## config.mk

```make
export PLATFORM = sky130hd
export DESIGN_NAME = string_escape_decoder_flat
export DESIGN_NICKNAME = d
export VERILOG_FILES = /design/src/sv/sed_pkg.sv /design/src/sv/sed_if.sv /design/src/sv/sed_decode.sv /design/src/sv/string_escape_decoder.sv /design/src/flat_wrapper.sv
export SDC_FILE = /design/constraint.sdc
export NUM_CORES = 1
export LEC_CHECK = 0
export BUFFER_PORTS_ARGS = -buffer_cell sky130_fd_sc_hd__buf_4
export CAP_MARGIN = 15
export CELL_PAD_IN_SITES_DETAIL_PLACEMENT = 0
export CELL_PAD_IN_SITES_GLOBAL_PLACEMENT = 1
export CORE_UTILIZATION = 44
export CTS_CLUSTER_DIAMETER = 40
export CTS_CLUSTER_SIZE = 25
export DETAILED_ROUTE_END_ITERATION = 10
export PLACE_DENSITY = 0.8
export RECOVER_POWER = 25
export SYNTH_ARGS = -nofsm -noshare
export SYNTH_HDL_FRONTEND = slang
export SYNTH_SLANG_ARGS = --single-unit
```

## constraint.sdc

```tcl
create_clock -name clk_i -period 3 [get_ports clk_i]
set_clock_uncertainty 0.15 [all_clocks]
set_input_delay 0.6 -clock clk_i [delete_from_list [all_inputs] [get_ports clk_i]]
set_output_delay 0.6 -clock clk_i [all_outputs]
set_load 0.01 [all_outputs]
```

## src/sv/sed_pkg.sv

```systemverilog
// sed_pkg: shared types, character codes and decode helpers for the string
// escape decoder. No dependencies.
`default_nettype none

package sed_pkg;

  typedef enum logic [2:0] {
    MODE_NORMAL = 3'd0,
    MODE_ESC    = 3'd1,
    MODE_HEX1   = 3'd2,
    MODE_HEX2   = 3'd3,
    MODE_ERR    = 3'd4
  } mode_e;

  localparam logic [1:0] ST_OK     = 2'd0;
  localparam logic [1:0] ST_BADESC = 2'd1;
  localparam logic [1:0] ST_BADHEX = 2'd2;

  localparam logic [7:0] CH_BSLASH = 8'h5C;
  localparam logic [7:0] CH_QUOTE  = 8'h27;
  localparam logic [7:0] CH_DQUOTE = 8'h22;
  localparam logic [7:0] CH_N      = 8'h6E;
  localparam logic [7:0] CH_R      = 8'h72;
  localparam logic [7:0] CH_T      = 8'h74;
  localparam logic [7:0] CH_B      = 8'h62;
  localparam logic [7:0] CH_F      = 8'h66;
  localparam logic [7:0] CH_V      = 8'h76;
  localparam logic [7:0] CH_ZERO   = 8'h30;
  localparam logic [7:0] CH_A      = 8'h61;
  localparam logic [7:0] CH_X      = 8'h78;

  typedef struct packed {
    mode_e      mode;
    logic [3:0] high_nibble;
    logic [1:0] error_status;
  } sed_state_t;

  localparam sed_state_t SED_STATE_RST = '{mode: MODE_NORMAL, high_nibble: 4'd0,
                                           error_status: ST_OK};

  typedef struct packed {
    logic       char_valid;
    logic [7:0] char_out;
    logic       string_end;
    logic [1:0] status;
  } sed_result_t;

  // bit 4 set: not a hex digit
  function automatic logic [4:0] hex_value(input logic [7:0] c);
    logic [4:0] v;
    v = 5'h10;
    if (c >= 8'h30 && c <= 8'h39) begin
      v = {1'b0, 4'(c - 8'h30)};
    end else if (c >= 8'h61 && c <= 8'h66) begin
      v = {1'b0, 4'(c - 8'h61 + 8'd10)};
    end else if (c >= 8'h41 && c <= 8'h46) begin
      v = {1'b0, 4'(c - 8'h41 + 8'd10)};
    end
    return v;
  endfunction

  // bit 8 set: escape letter not allowed
  function automatic logic [8:0] simple_escape(input logic [7:0] c);
    logic [8:0] v;
    case (c)
      CH_QUOTE:  v = {1'b0, CH_QUOTE};
      CH_DQUOTE: v = {1'b0, CH_DQUOTE};
      CH_BSLASH: v = {1'b0, CH_BSLASH};
      CH_N:      v = 9'h00A;
      CH_R:      v = 9'h00D;
      CH_T:      v = 9'h009;
      CH_B:      v = 9'h008;
      CH_F:      v = 9'h00C;
      CH_V:      v = 9'h00B;
      CH_ZERO:   v = 9'h000;
      CH_A:      v = 9'h007;
      default:   v = 9'h100;
    endcase
    return v;
  endfunction

endpackage

`default_nettype wire

```

## src/sv/sed_if.sv

```systemverilog
// sed_in_if / sed_out_if: valid/ready channels for raw string bytes and
// decoded results. Depends on nothing.
`default_nettype none

interface sed_in_if;
  logic       valid;
  logic       ready;
  logic [7:0] in_byte;
  logic       in_last;

  modport source (output valid, output in_byte, output in_last, input ready);
  modport sink   (input valid, input in_byte, input in_last, output ready);
endinterface

interface sed_out_if;
  logic       valid;
  logic       ready;
  logic       char_valid;
  logic [7:0] char_out;
  logic       string_end;
  logic [1:0] status;

  modport source (output valid, output char_valid, output char_out,
                  output string_end, output status, input ready);
  modport sink   (input valid, input char_valid, input char_out,
                  input string_end, input status, output ready);
endinterface

`default_nettype wire

```

## src/sv/sed_decode.sv

```systemverilog
// sed_decode: escape decode step for one byte: next decoder state and result.
// Depends on sed_pkg.
`default_nettype none

module sed_decode (
  input  sed_pkg::sed_state_t  cur_i,
  input  logic [7:0]           byte_i,
  input  logic                 last_i,
  output sed_pkg::sed_state_t  nxt_o,
  output sed_pkg::sed_result_t res_o
);
  import sed_pkg::*;

  logic [4:0] hex;
  logic [8:0] esc;
  sed_state_t nxt;

  assign hex = hex_value(byte_i);
  assign esc = simple_escape(byte_i);

  always_comb begin
    nxt              = cur_i;
    res_o.char_valid = 1'b0;
    res_o.char_out   = 8'h00;
    res_o.string_end = last_i;
    case (cur_i.mode)
      MODE_ESC: begin
        if (byte_i == CH_X) begin
          if (last_i) begin
            nxt.error_status = ST_BADHEX;
            nxt.mode         = MODE_ERR;
          end else begin
            nxt.mode = MODE_HEX1;
          end
        end else if (esc[8]) begin
          nxt.error_status = ST_BADESC;
          nxt.mode         = MODE_ERR;
        end else begin
          res_o.char_valid = 1'b1;
          res_o.char_out   = esc[7:0];
          nxt.mode         = MODE_NORMAL;
        end
      end
      MODE_HEX1: begin
        if (last_i || hex[4]) begin
          nxt.error_status = ST_BADHEX;
          nxt.mode         = MODE_ERR;
        end else begin
          nxt.high_nibble = hex[3:0];
          nxt.mode        = MODE_HEX2;
        end
      end
      MODE_HEX2: begin
        if (hex[4]) begin
          nxt.error_status = ST_BADHEX;
          nxt.mode         = MODE_ERR;
        end else begin
          res_o.char_valid = 1'b1;
          res_o.char_out   = {cur_i.high_nibble, hex[3:0]};
          nxt.mode         = MODE_NORMAL;
        end
      end
      MODE_ERR: begin
      end
      default: begin
        if (byte_i == CH_BSLASH) begin
          if (last_i) begin
            nxt.error_status = ST_BADESC;
            nxt.mode         = MODE_ERR;
          end else begin
            nxt.mode = MODE_ESC;
          end
        end else begin
          res_o.char_valid = 1'b1;
          res_o.char_out   = byte_i;
        end
      end
    endcase
    res_o.status = nxt.error_status;
    nxt_o        = last_i ? SED_STATE_RST : nxt;
  end

endmodule

`default_nettype wire

```

## src/sv/string_escape_decoder.sv

```systemverilog
// string_escape_decoder: top level. Input request register, decode step,
// result register. Depends on sed_pkg, sed_in_if, sed_out_if, sed_decode.
//
//   channel  | dir | payload
//   req_i    | in  | in_byte[7:0], in_last
//   res_o    | out | char_valid, char_out[7:0], string_end, status[1:0]
//
// One result per request. Sustained rate: one request per cycle while
// res_o.ready holds; input and result registers each advance whenever the
// stage after them is empty or draining.
// Reset clears the valid bits and returns the decoder to normal mode.
// A stalled result holds both stages; ready drops only when both are full.
`default_nettype none

module string_escape_decoder (
  input  logic              clk_i,
  input  logic              rst_ni,
  sed_in_if.sink            req_i,
  sed_out_if.source         res_o
);
  import sed_pkg::*;

  logic        in_vld_q;
  logic [7:0]  in_byte_q;
  logic        in_last_q;
  logic        out_vld_q;
  sed_result_t out_q;
  sed_state_t  state_q;
  sed_state_t  state_d;
  sed_result_t res_d;
  logic        out_adv;
  logic        in_adv;

  assign out_adv   = !out_vld_q || res_o.ready;
  assign in_adv    = in_vld_q && out_adv;
  assign req_i.ready = !in_vld_q || out_adv;

  sed_decode u_decode (
    .cur_i  (state_q),
    .byte_i (in_byte_q),
    .last_i (in_last_q),
    .nxt_o  (state_d),
    .res_o  (res_d)
  );

  always_ff @(posedge clk_i or negedge rst_ni) begin
    if (!rst_ni) begin
      in_vld_q  <= 1'b0;
      out_vld_q <= 1'b0;
      state_q   <= SED_STATE_RST;
    end else begin
      if (req_i.ready) begin
        in_vld_q <= req_i.valid;
      end
      if (out_adv) begin
        out_vld_q <= in_vld_q;
      end
      if (in_adv) begin
        state_q <= state_d;
      end
    end
  end

  always_ff @(posedge clk_i) begin
    if (req_i.ready && req_i.valid) begin
      in_byte_q <= req_i.in_byte;
      in_last_q <= req_i.in_last;
    end
    if (in_adv) begin
      out_q <= res_d;
    end
  end

  assign res_o.valid      = out_vld_q;
  assign res_o.char_valid = out_q.char_valid;
  assign res_o.char_out   = out_q.char_out;
  assign res_o.string_end = out_q.string_end;
  assign res_o.status     = out_q.status;

endmodule

`default_nettype wire
```

## src/flat_wrapper.sv

```systemverilog
// flat-port wrapper written by rule: the top's interface ports become plain ports
module string_escape_decoder_flat import sed_pkg::*;
  (clk_i, rst_ni, req_i_valid, req_i_in_byte, req_i_in_last, req_i_ready, res_o_valid, res_o_char_valid, res_o_char_out, res_o_string_end, res_o_status, res_o_ready);
  sed_in_if req_i_i ();
  sed_out_if res_o_i ();
  input  logic clk_i;
  input  logic rst_ni;
  input wire logic [$bits(req_i_i.valid)-1:0] req_i_valid;
  input wire logic [$bits(req_i_i.in_byte)-1:0] req_i_in_byte;
  input wire logic [$bits(req_i_i.in_last)-1:0] req_i_in_last;
  output wire logic [$bits(req_i_i.ready)-1:0] req_i_ready;
  output wire logic [$bits(res_o_i.valid)-1:0] res_o_valid;
  output wire logic [$bits(res_o_i.char_valid)-1:0] res_o_char_valid;
  output wire logic [$bits(res_o_i.char_out)-1:0] res_o_char_out;
  output wire logic [$bits(res_o_i.string_end)-1:0] res_o_string_end;
  output wire logic [$bits(res_o_i.status)-1:0] res_o_status;
  input wire logic [$bits(res_o_i.ready)-1:0] res_o_ready;
  assign req_i_i.valid = req_i_valid;
  assign req_i_i.in_byte = req_i_in_byte;
  assign req_i_i.in_last = req_i_in_last;
  assign req_i_ready = req_i_i.ready;
  assign res_o_valid = res_o_i.valid;
  assign res_o_char_valid = res_o_i.char_valid;
  assign res_o_char_out = res_o_i.char_out;
  assign res_o_string_end = res_o_i.string_end;
  assign res_o_status = res_o_i.status;
  assign res_o_i.ready = res_o_ready;
  string_escape_decoder u_core (.clk_i(clk_i), .rst_ni(rst_ni), .req_i(req_i_i), .res_o(res_o_i));
endmodule
```

==> run_results.csv, run 1 <==
group,metric,value,unit
floorplan,initial_utilization,46.5,%
flow_run,cap_violations,0,
detailed_routing,via_count,1730,
logic_synthesis,post_synth_num_cell_types,60,
power_and_ir_drop,leakage_power,0.880,nW
detailed_routing,drc,6,
clock_tree,cts.root.buffer_cell,"clkbuf_8",
clock_tree,clk_pin_slew,0.07,ns
placement,globalplace.congestion,0.892,
clock_tree,clock_tree_from_tritoncts,"yes",
outcome,failed_checks,"design-rule violations",
floorplan,die_width,70.5,µm
worst_hold_path,hold_end,"u_core.res_o.valid$_DFFE_PN0P_",
clock_tree,cts_max_path_buffers,2,
sta,worst_relative_slew_slack,58.4,%
sta,worstMarginPinSlew,0.624,ns
sta,layout_min_cycle_time,2.58,ns
finish,num_antenna_cells,0,
logic_synthesis,synth-simple-area-share,22.2,%
floorplan,ios,27,
finish,layout-area-overhead-vs-synth,15.1,%
critical_path,worstReg2RegStart,"u_core.in_byte_q[0]$_DFFE_PP_",
finish,share_of_post_route_cells_with_drive_strength_above_1,19.4,%
worst_hold_path,hold_path.class,"reg -> reg",
clock_tree,cts_inserted_buffers,5,
detailed_routing,via_per_inst,5.99,
global_route,wire_length_of_the_first_global_routing_pass,8320,µm
logic_synthesis,seq_total_area_yosys,43.9,%
sta,unrepaired_setup_endpoints_after_global_routing,"false",
sta,slew_violations,0,
clock_tree,clock_sink_count,32,
logic_synthesis,postSynthRegisterBits,32,
global_route,maximum_number_of_pins_on_one_net_before_global_route_repair,20,
critical_path,worstSetupPathType,"reg -> reg",
logic_synthesis,avgSynthCellArea,9.79,µm²
finish,fin_area,2380,µm²
clock_tree,cts.htree.levels,2,
clock_tree,post_cts.resized_instances,0,
critical_path,critical_path_required,2.95,ns
global_route,grt_antenna_before_repair,0,
floorplan,num_rows,24,
global_route,global_route.usage.total,21.8,%
logic_synthesis,synth_adder_area_share,2.91,%
power_and_ir_drop,power.ir.vdd_worst,0.227,mV
logic_synthesis,yosys-top-cells-area,"edfxtp_1 31%, dfrtp_1 13%, a21oi_1 3.6%",
logic_synthesis,synth_top_family_by_area,"compound AO/OA/AOI/OAI gates",
logic_synthesis,post-synth-top-area-cell,"edfxtp_1",
global_route,grt_pass1_vias,1636,
logic_synthesis,synth_edf_count,21,
placement,portBuffers,26,
sta,final_hold_viol_count,0,
detailed_routing,drt_wl_total,4840,µm
sta,fmax,388,MHz
sta,finalCritPeriodShare,85.9,%
logic_synthesis,synthesis.nets,228,
logic_synthesis,netlist.area_leader.share,30.5,%
critical_path,reg2reg_slack,0.42,ns
logic_synthesis,netlist_instances,211,
critical_path,crit-reg2reg-capture,"u_core.res_o.char_out[1]$_DFFE_PP_",
logic_synthesis,netlist_area,2070,µm²
sta,setup_tns,0,ns
worst_hold_path,timing.hold.worst_path_depth,1,
clock_tree,cts_hold_buf,1,
clock_tree,postCtsSetupRepairBufs,0,
detailed_routing,drtPass1Iterations,7,
power_and_ir_drop,power_per_cell_area,427,nW/µm²
logic_synthesis,yosys-mux-area-fraction,0.485,%
detailed_routing,detail-route-antenna-nets,0,
logic_synthesis,yosys_warnings,0,
critical_path,critPathMaxFanout,7,
worst_hold_path,timing.hold.worst.start,"u_core.in_vld_q$_DFFE_PN0N_",
logic_synthesis,synth_compound_area_share,24.3,%
global_route,grt_overflow_total,0,
sta,finalSetupViolations,0,
critical_path,startpoint_type,"register",
logic_synthesis,ys_dominant_reg_cell,"edfxtp_1",
logic_synthesis,synth_xor_area_share,1.70,%
detailed_routing,drt_iter0_drc,172,
floorplan,die_outline_area,4970,µm²
placement,detailedPlacementHpwl,3460,µm
detailed_routing,wl_per_cell,16.7,µm
critical_path,critPathCaptureType,"register",
critical_path,r2r.worst_path.cells,8,
floorplan,die_h,70.5,µm
clock_tree,worst_skew_pair.late_latency,0.28,ns
outcome,result_of_the_run,"complete, but fails checks",
logic_synthesis,async_flop_share,34.4,%
critical_path,data_arrival_time_at_the_worst_slack_endpoint,2.53,ns
finish,design.final.nets,253,
placement,dpl-instance-area,2280,µm²
floorplan,coreArea,4440,µm²
[layout by cell type, fill, tap and decap left out, types with 3 or more instances in the layout]
master and count:
buf_4 17, nand2_1 20, nor4_1 3, nand2b_1 10, ha_1 4, clkbuf_8 6
edfxtp_1 21, o21ai_0 11, a221o_1 7, nor3b_1 3, clkbuf_4 10, nor2_1 17
clkbuf_1 3, dfrtp_1 11, inv_1 8, xnor2_1 4, and2_1 3, a21oi_1 15
nor3_1 7, a21o_1 3, nor2b_1 4
[how the worst max path moves through the flow]
stage	start	to	slack, ns	cells after the start
after floorplan	u_core.in_byte_q[0]$_DFFE_PP_	u_core.res_o.status[1]$_DFFE_PP_	0.78	8
after global placement	u_core.in_byte_q[0]$_DFFE_PP_	u_core.res_o.char_out[3]$_DFFE_PP_	0.46	8
after detailed placement	u_core.in_byte_q[0]$_DFFE_PP_	u_core.res_o.char_out[1]$_DFFE_PP_	0.46	8
after CTS	u_core.in_byte_q[0]$_DFFE_PP_	u_core.res_o.char_out[1]$_DFFE_PP_	0.46	8
after global routing	u_core.in_byte_q[0]$_DFFE_PP_	u_core.res_o.char_out[0]$_DFFE_PP_	0.26	8
final	u_core.in_byte_q[0]$_DFFE_PP_	u_core.res_o.char_out[1]$_DFFE_PP_	0.42	8
[kinds of logic after synthesis]
group / Yosys count
xor gates and xnor gates: 4
muxes: 1
and+or+nand+nor: 84
AOI/OAI and AO/OA: 65
buffers and inverters: 20
adders and majority gates: 5
DFF: 32
[sequential cells by signal, summed over array words and instances, names as in the netlist]
name                     cells
u_core.in_byte_q             8
u_core.in_last_q             1
u_core.res_o.string_end      1
u_core.res_o.valid           1
u_core.res_o.status          2
u_core.res_o.char_valid      1
u_core.in_vld_q              1
u_core.state_q               9
u_core.res_o.char_out        8
[critical path, cell delays in order (launching register included)]
cell       delay, ns
edfxtp_1        0.49
inv_1           0.17
ha_1            0.31
nand2_1         0.13
a2111oi_4       0.34
o21ai_2         0.18
a21boi_2        0.23
nand2_1         0.13
o221ai_1        0.26
[cell usage after synthesis (2+ instances only)]
cell,count
a211oi_1,2
a21o_1,3
a21oi_1,15
a221o_1,7
a31oi_1,2
and2_1,3
buf_1,2
buf_2,3
buf_4,2
clkbuf_1,3
dfrtp_1,11
edfxtp_1,21
ha_1,4
inv_1,8
nand2_1,20
nand2b_1,10
nand3_1,2
nand4b_1,2
nand4bb_1,2
nor2_1,17
nor2b_1,4
nor3_1,7
nor3b_1,3
nor4_1,3
o21a_1,2
o21ai_0,11
o21ai_2,2
o21bai_1,2
o221ai_1,2
or3b_1,2
or4_1,2
xnor2_1,4
[stage by stage]
step	utilization, %	hold WS (ns)	power [W]	std cells	worst slack, ns
global placement	51.3	0.296	0.000683	280	0.464
floorplan	-	0.154	0.000623	211	0.783
detailed placement	51.3	0.297	0.000683	280	0.463
finish	53.5	0.350	0.00102	289	0.423
global route	53.5	0.344	0.00107	289	0.264
CTS	53.6	0.332	0.00103	289	0.458
[power breakdown]
part	internal, W	switching, W
logic	0.0000625	0.0000749
clock network	0.000187	0.000153
registers	0.000504	0.0000341
[cell type report]
| cell class | instances | area (µm²) |
|---|---|---|
| fillers | 403 | 2070 |
| multi-input cells | 159 | 1070 |
| flip-flops and latches | 32 | 906 |
| repair buffers | 29 | 216 |
| clock buffers | 8 | 90.1 |
| well taps | 52 | 65.1 |
| inverters | 9 | 33.8 |
[metal layers]
layer | global-route usage, % | wire length [µm]
met5 | 0 | 0
met4 | 6.80 | 52
met3 | 5.48 | 324
met2 | 32.6 | 2180
met1 | 31.1 | 2290
(Power assumes the default switching activity.)
==> run 2, diff against run 1 <==
--- a/config.mk
+++ b/config.mk
@@ -5,15 +5,16 @@
 export SDC_FILE = /design/constraint.sdc
 export NUM_CORES = 1
 export LEC_CHECK = 0
-export BUFFER_PORTS_ARGS = -buffer_cell sky130_fd_sc_hd__buf_4
 export CAP_MARGIN = 15
 export CELL_PAD_IN_SITES_DETAIL_PLACEMENT = 0
 export CELL_PAD_IN_SITES_GLOBAL_PLACEMENT = 1
-export CORE_UTILIZATION = 44
+export CORE_ASPECT_RATIO = 1.75
+export CORE_UTILIZATION = 49
 export CTS_CLUSTER_DIAMETER = 40
 export CTS_CLUSTER_SIZE = 25
 export DETAILED_ROUTE_END_ITERATION = 10
-export PLACE_DENSITY = 0.8
+export DONT_BUFFER_PORTS = 1
+export PLACE_DENSITY = 0.78
 export RECOVER_POWER = 25
 export SYNTH_ARGS = -nofsm -noshare
 export SYNTH_HDL_FRONTEND = slang
==> run_results.csv, run 2 (same netlist as run 1, synthesis figures left out) <==
group,metric,value,unit
outcome,result_of_the_run,"finished, final reports clean",
critical_path,timing.critical_path.slowest_cell_delay,0.48,ns
critical_path,critPathMaxFanout,7,
sta,slew_violations,0,
clock_tree,clk_pin_slew,0.07,ns
finish,largest-register,"u_core.state_q",
power_and_ir_drop,power.ir.vdd_worst,0.423,mV
clock_tree,clock_tree_from_tritoncts,"yes",
global_route,global_route.usage.total,26.0,%
clock_tree,postCtsSetupRepairBufs,0,
detailed_routing,dr.max_layer_used,"met4",
power_and_ir_drop,post-layout-total-power,0.00108,W
critical_path,startpoint_type,"register",
clock_tree,cts_max_path_buffers,2,
clock_tree,cts.htree.levels,2,
power_and_ir_drop,power_per_cell_area,485,nW/µm²
sta,setup_tns,0,ns
detailed_routing,drt_iter0_drc,97,
sta,unrepaired_setup_endpoints_after_global_routing,"false",
critical_path,critPathCaptureType,"register",
sta,finalSetupViolations,0,
detailed_routing,via_count,1752,
finish,regArea,906,µm²
clock_tree,worst_skew_pair.late_latency,0.29,ns
floorplan,die_h,87.9,µm
critical_path,critical_path_required,2.95,ns
power_and_ir_drop,leakage_power,0.780,nW
global_route,grt_antenna_before_repair,0,
global_route,grt_overflow_total,0,
detailed_routing,detail-route-antenna-nets,0,
sta,worst_relative_slew_slack,58.4,%
sta,final_hold_viol_count,0,
placement,dpl-instance-area,2090,µm²
global_route,grt_pass1_vias,1668,
detailed_routing,via_per_inst,6.74,
critical_path,worst_path_max_delay_cell,"edfxtp_1",
finish,fillers,356,
placement,portBuffers,0,
finish,fin_area,2210,µm²
placement,globalplace.congestion,0.959,
clock_tree,clock_sink_count,32,
finish,multiInputGateArea,1070,µm²
detailed_routing,drc,0,
floorplan,die_outline_area,4490,µm²
finish,largest_register_ff_count,9,
critical_path,worstSetupPathType,"reg -> reg",
sta,finalCritPeriodShare,87.0,%
finish,final_core_utilization,56.2,%
detailed_routing,wl_per_cell,20.3,µm
finish,layout-area-overhead-vs-synth,7.21,%
floorplan,initial_utilization,52.4,%
clock_tree,cts.root.buffer_cell,"clkbuf_8",
floorplan,coreArea,3940,µm²
sta,fmax,383,MHz
global_route,wire_length_of_the_first_global_routing_pass,8330,µm
floorplan,die_width,51.1,µm
flow_run,cap_violations,0,
detailed_routing,drt_wl_total,5280,µm
finish,layout_common_cells,"21 x edfxtp_1, 20 x nand2_1, 17 x nor2_1",
critical_path,cp_common_cell,"nand2_1",
finish,num_antenna_cells,0,
global_route,maximum_number_of_pins_on_one_net_before_global_route_repair,20,
sta,worst_hold_slack,0.250,ns
detailed_routing,wl_met2,2590,µm
clock_tree,cts_inserted_buffers,5,
worst_hold_path,hold_path.class,"in -> reg",
detailed_routing,routed_metal_1_wirelength,2000,µm
sta,worstMarginPinSlew,0.624,ns
detailed_routing,met3RoutedLength,213,µm
sta,layout_min_cycle_time,2.61,ns
finish,mostFrequentLayoutCell,"edfxtp_1",
placement,detailedPlacementHpwl,3980,µm
finish,share_of_post_route_cells_with_drive_strength_above_1,10.8,%
finish,design.final.nets,228,
floorplan,num_rows,30,
critical_path,data_arrival_time_at_the_worst_slack_endpoint,2.56,ns
critical_path,worstPathCellList,"inv_1 -> ha_1 -> nand2_1 -> a2111oi_4 -> o21ai_2 -> a21boi_2 -> nand2_1 -> o221ai_1",
detailed_routing,drtPass1Iterations,5,
floorplan,ios,27,
-- run 2: changes by cell type in the layout (fill, tap and decap cells not counted) --
cell | before | now
buf_4 | 17 | 3
clkbuf_4 | 10 | 0
clkbuf_1 | 3 | 0
bufinv_16 | 0 | 1
clkinv_1 | 0 | 1
-- run 2: worst paths after layout --
| check | from | to | slack (ns) | depth (start not counted) |
|---|---|---|---|---|
| max | u_core.in_byte_q[0]$_DFFE_PP_ | u_core.res_o.char_out[1]$_DFFE_PP_ | 0.39 | 8 |
| min | req_i_in_byte[5] | u_core.in_byte_q[5]$_DFFE_PP_ | 0.25 | 0 |
| max reg2reg | u_core.in_byte_q[0]$_DFFE_PP_ | u_core.res_o.char_out[1]$_DFFE_PP_ | 0.39 | 8 |
| min reg2reg | u_core.in_vld_q$_DFFE_PN0N_ | u_core.res_o.valid$_DFFE_PN0P_ | 0.36 | 1 |
| max in group asynchronous | rst_ni | u_core.state_q[8]$_DFFE_PN0P_ | 1.74 | 1 |
| min in group asynchronous | rst_ni | u_core.state_q[6]$_DFFE_PN0P_ | 0.58 | 1 |
-- run 2: routing by layer --
| layer | vias to the layer above | track usage [%] |
|---|---|---|
| li1 | 797 | - |
| met3 | 29 | 4.51 |
| met2 | 80 | 41.4 |
| met1 | 846 | 27.7 |
| met4 | 0 | 26.0 |
| met5 | - | 0 |
-- run 2: metrics by stage --
stage          std cells  setup WS (ns)
5_1_grt              260          0.258
3_3_place_gp         251          0.470
6_report             260          0.391
4_1_cts              260          0.432
2_1_floorplan        211          0.783
3_5_place_dp         251          0.455
-- run 2: critical path, delay by kind of cell, from the launching register on --
kind / cells / cell delay (ns)
flops: 1 / 0.48
fa+ha+maj: 1 / 0.32
compound gates: 4 / 1.03
buf+inv: 1 / 0.17
simple gates: 2 / 0.27
-- run 2: final cells by class --
cell class / instances / area share (%)
Sequential cell: 32 / 40.9
Timing Repair Buffer: 4 / 1.47
Inverter: 9 / 1.53
Tap cell: 48 / 2.71
Clock inverter: 2 / 1.53
Multi-Input combinational cell: 159 / 48.1
Clock buffer: 6 / 3.73
-- run 2: timing repair --
action                                  in CTS  in global routing
endpoints found under the hold margin       11                  0
gates resized for setup                      0                  0
endpoints found under the setup margin       0                  0
hold buffers                                 1                  0
-- run 2: where the power goes --
part | switching, W | internal, W
clock | 0.000156 | 0.000267
combinational | 0.0000637 | 0.0000392
sequential | 0.0000442 | 0.000504
==> run 3, diff against run 2 <==
--- a/config.mk
+++ b/config.mk
@@ -9,12 +9,12 @@
 export CELL_PAD_IN_SITES_DETAIL_PLACEMENT = 0
 export CELL_PAD_IN_SITES_GLOBAL_PLACEMENT = 1
 export CORE_ASPECT_RATIO = 1.75
-export CORE_UTILIZATION = 49
+export CORE_UTILIZATION = 44
 export CTS_CLUSTER_DIAMETER = 40
 export CTS_CLUSTER_SIZE = 25
 export DETAILED_ROUTE_END_ITERATION = 10
 export DONT_BUFFER_PORTS = 1
-export PLACE_DENSITY = 0.78
+export PLACE_DENSITY = 0.74
 export RECOVER_POWER = 25
 export SYNTH_ARGS = -nofsm -noshare
 export SYNTH_HDL_FRONTEND = slang
==> constraint.sdc (replaced) <==
create_clock -name clk_i -period 2.22 [get_ports clk_i]
set_clock_uncertainty 0.15 [all_clocks]
set_input_delay 0.444 -clock clk_i [delete_from_list [all_inputs] [get_ports clk_i]]
set_output_delay 0.444 -clock clk_i [all_outputs]
set_load 0.01 [all_outputs]
==> run_results.csv, run 3 (same netlist as run 1, synthesis figures left out) <==
group,metric,value,unit
power_and_ir_drop,power_per_cell_area,513,nW/µm²
detailed_routing,drt_wl_total,5870,µm
critical_path,critical_path_required,2.19,ns
sta,finalSetupViolations,3,
finish,layout-area-overhead-vs-synth,31.0,%
sta,post-route-worst-setup-slack,-0.0187,ns
critical_path,data_arrival_time_at_the_worst_slack_endpoint,2.20,ns
detailed_routing,via_per_inst,5.98,
sta,worst_relative_slew_slack,64.5,%
outcome,failed_checks,"negative setup slack",
power_and_ir_drop,leakage_power,1.02,nW
global_route,grt_antenna_before_repair,0,
global_route,wire_length_of_the_first_global_routing_pass,8920,µm
floorplan,die_outline_area,4980,µm²
finish,fillers,354,
floorplan,ios,27,
clock_tree,cts_max_path_buffers,2,
placement,globalplace.congestion,0.953,
clock_tree,worst_skew_pair.late_latency,0.29,ns
placement,dpl.cell_count,291,
floorplan,num_rows,32,
clock_tree,cts.root.buffer_cell,"clkbuf_8",
critical_path,critical-path-top-delay-family,"simple AND/OR/NAND/NOR gates",
sta,layout_min_cycle_time,2.24,ns
sta,fmax,447,MHz
finish,regArea,906,µm²
sta,final_hold_viol_count,0,
critical_path,reg2reg_slack,-0.02,ns
global_route,global_route.usage.total,25.2,%
sta,worst_hold_slack,0.103,ns
finish,design.final.nets,276,
worst_hold_path,timing.hold.worst.start,"req_i_in_byte[6]",
critical_path,startpoint,"u_core.in_byte_q[7]$_DFFE_PP_",
detailed_routing,drc,0,
worst_hold_path,timing.hold.worst_path_depth,0,
critical_path,worstSetupPathType,"reg -> reg",
critical_path,crit-reg2reg-capture,"u_core.res_o.char_out[1]$_DFFE_PP_",
critical_path,startpoint_type,"register",
clock_tree,clk_pin_slew,0.07,ns
finish,mostFrequentLayoutCell,"buf_4",
floorplan,coreArea,4440,µm²
flow_run,cap_violations,0,
finish,num_antenna_cells,0,
critical_path,critPathCaptureType,"register",
sta,unrepaired_setup_endpoints_after_global_routing,"true",
power_and_ir_drop,power.ir.vdd_worst,0.578,mV
critical_path,worst_path_max_delay_cell,"or3b_1",
floorplan,die_width,53.8,µm
clock_tree,clock_tree_from_tritoncts,"yes",
critical_path,timing.critical_path.slowest_cell_delay,0.50,ns
detailed_routing,detail-route-antenna-nets,0,
finish,share_of_post_route_cells_with_drive_strength_above_1,37.7,%
finish,multiInputGateArea,1220,µm²
floorplan,initial_utilization,46.5,%
detailed_routing,wl_per_cell,18.9,µm
detailed_routing,drtPass1Iterations,4,
global_route,grt_pass1_vias,1816,
sta,finalCritPeriodShare,101,%
clock_tree,clock_sink_count,32,
critical_path,end_of_the_critical_path,"u_core.res_o.char_out[1]$_DFFE_PP_",
detailed_routing,drt_iter0_drc,103,
placement,portBuffers,0,
global_route,maximum_number_of_pins_on_one_net_before_global_route_repair,18,
finish,largest-register,"u_core.state_q",
critical_path,path_depth,6,
finish,largest_register_ff_count,9,
critical_path,critPathBufInv,0,
critical_path,worstPathCellList,"or3b_1 -> o32ai_2 -> nor2_1 -> o21ai_2 -> nand2b_1 -> o221ai_2",
critical_path,r2r.worst_path.cells,6,
sta,slew_violations,0,
finish,final_cell_count_no_fill,311,
critical_path,critPathMaxFanout,7,
detailed_routing,via_count,1860,
outcome,result_of_the_run,"complete, but fails checks",
finish,layout_common_cells,"48 x buf_4, 21 x edfxtp_1, 17 x nand2_1, 17 x nor2_1, 14 x a21oi_1",
clock_tree,cts_inserted_buffers,5,
sta,worstMarginPinSlew,0.531,ns
placement,detailedPlacementHpwl,4380,µm
critical_path,worstReg2RegStart,"u_core.in_byte_q[7]$_DFFE_PP_",
worst_hold_path,hold_path.class,"in -> reg",
global_route,grt_overflow_total,0,
floorplan,die_h,92.6,µm
clock_tree,cts.htree.levels,2,
run 3: changes by cell type in the layout (fill, tap and decap cells not counted), moves of 3 or more:
cell	delta
buf_4	+45
o21ai_0	-4
ha_1	-3
nand2_1	-3
nand2_2	+3
o21ai_2	+3
run 3: worst min-delay path by stage:
stage	slack [ns]	end
after global routing	0.09	u_core.in_byte_q[2]$_DFFE_PP_
after detailed placement	-0.001	u_core.state_q[7]$_DFFE_PN0P_
after floorplan	-0.002	u_core.in_vld_q$_DFFE_PN0N_
after CTS	0.1	u_core.in_byte_q[2]$_DFFE_PP_
after global placement	-0.001	u_core.state_q[7]$_DFFE_PN0P_
final	0.10	u_core.in_byte_q[6]$_DFFE_PP_
run 3: what timing repair did:
item / CTS / global route
pin swaps: 2 / 12
hold buffers: 1 / 0
gates cloned: 0 / 0
setup buffers: 0 / 11
hold endpoints to repair: 11 / 0
setup endpoints to repair: 9 / 20
gates resized for setup: 7 / 33
run 3: power breakdown:
group / leakage [nW] / internal, W / switching [W]
Clock: 0.0453 / 0.000213 / 0.000221
Combinational: 0.634 / 0.000105 / 0.000127
Sequential: 0.345 / 0.000681 / 0.0000417
run 3: area by class of cell:
cell class | instances | share of cell area (%)
inverter | 9 | 1.25
tap | 51 | 2.36
clock buffer | 5 | 2.54
multi-input combinational | 159 | 45.2
clock inverter | 3 | 0.509
timing repair buffer | 52 | 14.7
sequential | 32 | 33.5
run 3: per-layer routing:
metal,part of all wire [%],up-vias,track usage (%)
li1,-,891,-
met3,2.7,24,4.60
met1,36,877,24.5
met4,7.3,0,15.6
met5,0,-,0
met2,54,68,45.5
run 3: through the flow:
step                      TNS (ns)  total power, W  cell area (µm²)  worst slack [ns]  util [%]
final                      -0.0261         0.00139             2710           -0.0187      60.9
after global routing         -1.03         0.00144             2710            -0.108      60.9
after CTS                        0         0.00136             2480           0.00301      55.9
after detailed placement    -0.234        0.000922             2370           -0.0778      53.3
after global placement      -0.252        0.000919             2370           -0.0735      53.3
after floorplan                  0        0.000842             2070           0.00295         -
